`config.mk`:
```
export PLATFORM = sky130hd
export DESIGN_NAME = smdc_ring
export DESIGN_NICKNAME = d
export VERILOG_FILES = /design/src/rtl/core/smdc_pkg.sv /design/src/rtl/core/smdc_ring.sv
export SDC_FILE = /design/constraint.sdc
export NUM_CORES = 2
export LEC_CHECK = 0
export BUFFER_PORTS_ARGS = -buffer_cell sky130_fd_sc_hd__clkbuf_2
export CAP_MARGIN = 40
export CORE_MARGIN = 10
export CORE_UTILIZATION = 50
export CTS_CLUSTER_DIAMETER = 50
export DETAILED_ROUTE_END_ITERATION = 12
export HOLD_SLACK_MARGIN = 0.12
export PLACE_DENSITY_LB_ADDON = 0.12
export SLEW_MARGIN = 10
export SYNTH_ARGS = -nofsm -noshare
export SYNTH_HDL_FRONTEND = slang
export SYNTH_SLANG_ARGS = --single-unit
```
`constraint.sdc`:
```
create_clock -name clk_i -period 6.1 [get_ports clk_i]
set_clock_uncertainty 0.2 [all_clocks]
set_input_delay 1.83 -clock clk_i [delete_from_list [all_inputs] [get_ports clk_i]]
set_output_delay 1.83 -clock clk_i [all_outputs]
set_load 0.005 [all_outputs]
```
`src/rtl/core/smdc_pkg.sv`:
```
// ----------------------------------------------------------------------------
// smdc_pkg
// shared widths, defaults and types of the sliding median deviation core
// ----------------------------------------------------------------------------
package smdc_pkg;

  localparam int SAMPLE_W       = 32;
  localparam int COST_W         = 38;
  localparam int CFG_W          = 7;
  localparam int WINDOW_MAX_DEF = 64;

  localparam logic [CFG_W-1:0] WINDOW_LEN_RST = CFG_W'(3);

  typedef logic signed [SAMPLE_W-1:0] sample_t;

  // per-cycle command broadcast to every cell
  typedef struct packed {
    logic upd;       // load the re-sorted value
    logic shift;     // move the drain copy one cell toward the head
    logic del_mode;  // window full: drop the oldest sample on update
  } cell_ctl_t;

endpackage

```
`src/rtl/core/smdc_ring.sv`:
```
// ----------------------------------------------------------------------------
// smdc_ring
// arrival-order history, one write and one registered read per cycle
// ----------------------------------------------------------------------------
module smdc_ring #(
  parameter int DEPTH = smdc_pkg::WINDOW_MAX_DEF,
  parameter int AW    = $clog2(DEPTH)
) (
  input  logic              clk_i,
  input  logic              we_i,
  input  logic [AW-1:0]     addr_i,
  input  smdc_pkg::sample_t wdata_i,
  output smdc_pkg::sample_t rdata_o
);

  smdc_pkg::sample_t mem_q [DEPTH];
  smdc_pkg::sample_t rdata_q;

  // read returns the old word when the same slot is written
  always_ff @(posedge clk_i) begin
    if (we_i) begin
      mem_q[addr_i] <= wdata_i;
    end
    rdata_q <= mem_q[addr_i];
  end

  assign rdata_o = rdata_q;

endmodule

```
==> metrics.txt <==
Ports 72; relative slew slack between 20% and 30%; largest net degree at the start of global routing 96; die area approximately 0.17 mm^2; crit-path cells buf_8 -> buf_12 -> buf_4 -> o22ai_1 -> o21ai_0 -> or4b_1 -> or4_1; PD cells approximately 330 mW/mm^2; Simple-Gate Fraction of Synth Area about 2.8%; CP startpoint addr_i[2]; Req. time, crit path around 6.6 ns; Hold Vio Cnt, Final 0; post-route setup slack about 1.5 ns; ratio of final minimum period to clock period between 70 and 80%; XOR/XNOR share of the synthesized area 0%; Clock Tree Buf Depth 3; drt first pass iters 8; Area contributors post-synth edfxtp_1 78%, mux2i_1 3.3%, mux4_2 2.7%; Avg Synthesized Cell Area 18.6 um^2; Crit Path Max Fanout approximately 70; leading area contributor after synthesis edfxtp_1; share of cells above drive strength 1 20.9%; unrepaired setup endpoints after global routing no; Post-Syn Area 0.0789 mm^2; hold path start mem_q[32][17]$_DFFE_PP_; clk slew on worst S/H paths around 0.060 ns; Final HPWL DP approximately 130 mm; clk sink count about 2100; drt initial violations approximately 5000; post-route minimum period roughly 4.6 ns; Non-Filler Instances around 6800; Synth Area in Compound Gates approximately 8.7%; Initial Utilization 50.4%; nets@finish about 4600; cell total after placement 6357; Mapped Cells 4239; Via density 6.35; antenna violations before repair 13; number of synthesized flops with an enable pin approximately 2000; Place WS approximately 0.7 ns; std cell rows ~150; via count of the first global-routing pass approximately 43000; # Post-CTS Setup Buffers 0; GP Congestion between 0.8 and 0.9; worst path bufs/invs 3; Area growth syn-to-layout 14.9%; Pwr Total 30.0 mW; Post-Route WL 218 mm; PortBufs about 70; setup_tns 0 ns; drc violations 0; crit path max-delay cell type o21ai_0; CP startpoint kind input pin; Synth top area share 77.9%; register bit count reported by yosys around 2100; die width 417 um; Leak between 20 and 30 nW; Netlist cell types 56; first-pass GRT wire length around 310 mm; syn nets around 4300; post-synthesis mux area share slightly above 8%; CTS tree built; root buf cell clkbuf_16; YS warnings 0; Total GRT Usage between 20% and 30%; htree depth 4; Adder-Cell Fraction of Synth Area 0%; VDD IR-drop max 0.276 mV; Max-Cap Viols 0; CP peak stage delay 0.70 ns; largest family of logic cells by synthesized area compound AO/OA/AOI/OAI gates; setup violators final 0; wire length per cell between 30 and 40 um; CTS hold repair buffers 0; die height around 420 um; Worst Max-Slew Pin Slew between 1 and 1.5 ns; Vias approximately 43000; ys flop type edfxtp_1; cts repair resizes 0; worst flop-to-flop path startpoint mem_q[28][27]$_DFFE_PP_; CP Class in -> reg; post-route ant nets 0; Slew Viols, Final 0; Seq/Total Area, Yosys about four fifths; final global-route overflow total 0; Hold Path Class reg -> reg; status finished, final reports clean; most frequent cells in the layout 2048 x edfxtp_1, 259 x mux2i_1, 238 x buf_4; crit path DAT ~5.1 ns; CP top delay family buffers and inverters; Skew-Pair Late Insertion Delay roughly 0.82 ns; Async SR Flop Fraction 0%; Critical Path End Type flop; FMAX 0.219 GHz; Inserted Clock Buffers around 210; Core ar. around 0.16 mm^2; most common cell after layout, fill and taps aside edfxtp_1
## state kept, by name, summed over array words and instances, names as in the netlist
register and flops:
mem_q 2048, rdata_o 32
## power breakdown
part           total, mW  switching [mW]  internal (mW)  leakage (nW)
sequential          15.9          0.0642           15.8          18.7
clock               12.6            5.38           7.21          3.27
combinational       1.57            1.06          0.511          7.46
total               30.0            6.50           23.5          29.4
## worst paths after layout
path                          to  slack (ns)  cells past startpoint
max          rdata_o[19]$_DFF_P_        1.52                      7
min          rdata_o[17]$_DFF_P_        0.46                      3
max reg2reg  rdata_o[27]$_DFF_P_        3.33                      5
min reg2reg  rdata_o[17]$_DFF_P_        0.46                      3
## area by class of cell
type | instances | area [um^2]
Antenna cell | 8 | 20.0
Clock buffer | 290 | 5810
Clock inverter | 107 | 942
Fill cell | 11700 | 65900
Inverter | 2 | 15.0
Multi-Input combinational cell | 1859 | 16100
Sequential cell | 2080 | 62100
Tap cell | 2058 | 2570
Timing Repair Buffer | 358 | 3140
## synth_stat cells (28+ instances only)
library cell	number
o21ai_0	84
nand2_1	28
a22o_1	66
nand3_1	54
a221oi_1	175
nor2_1	145
dfxtp_1	32
buf_2	83
a31oi_1	43
a21oi_1	121
o22ai_1	93
edfxtp_1	2048
mux2i_1	259
clkbuf_1	168
and3_1	85
buf_1	33
o22a_1	70
mux2_2	147
a22oi_1	188
mux4_2	96
## per-layer routing
| layer | global-route usage, % | up-vias | part of all wire, % |
|---|---|---|---|
| met2 | 39.5 | 1896 | 48 |
| met5 | 0 | - | 0.013 |
| li1 | - | 18200 | - |
| met3 | 3.54 | 339 | 7.1 |
| met1 | 34.5 | 22500 | 41 |
| met4 | 9.63 | 4 | 4.1 |
## cells by family (layout without fill, tap and decap cells)
family,after synthesis,after routing
flip-flops,2080,2080
AO/OA/AOI/OAI,933,933
multiplexers,502,502
AND/OR/NAND/NOR,424,424
buffers and inverters,300,757
other,0,8
## metrics by stage
step           instance area [um^2]  hold WS (ns)  util, %
2_1_floorplan                 78900         0.364        -
3_3_place_gp                  83700         0.424     53.5
3_5_place_dp                  83900         0.445     53.6
4_1_cts                       90700         0.464     57.9
5_1_grt                       90700         0.502     57.9
6_report                      90700         0.462     57.9
## worst reg2reg max path: cells and delay by family, from the launching register on
family	cells	cell delay [ns]
mux	2	0.84
simple gates	3	1.26
flops	1	0.37
No activity file was read; power rests on OpenSTA's default activity.
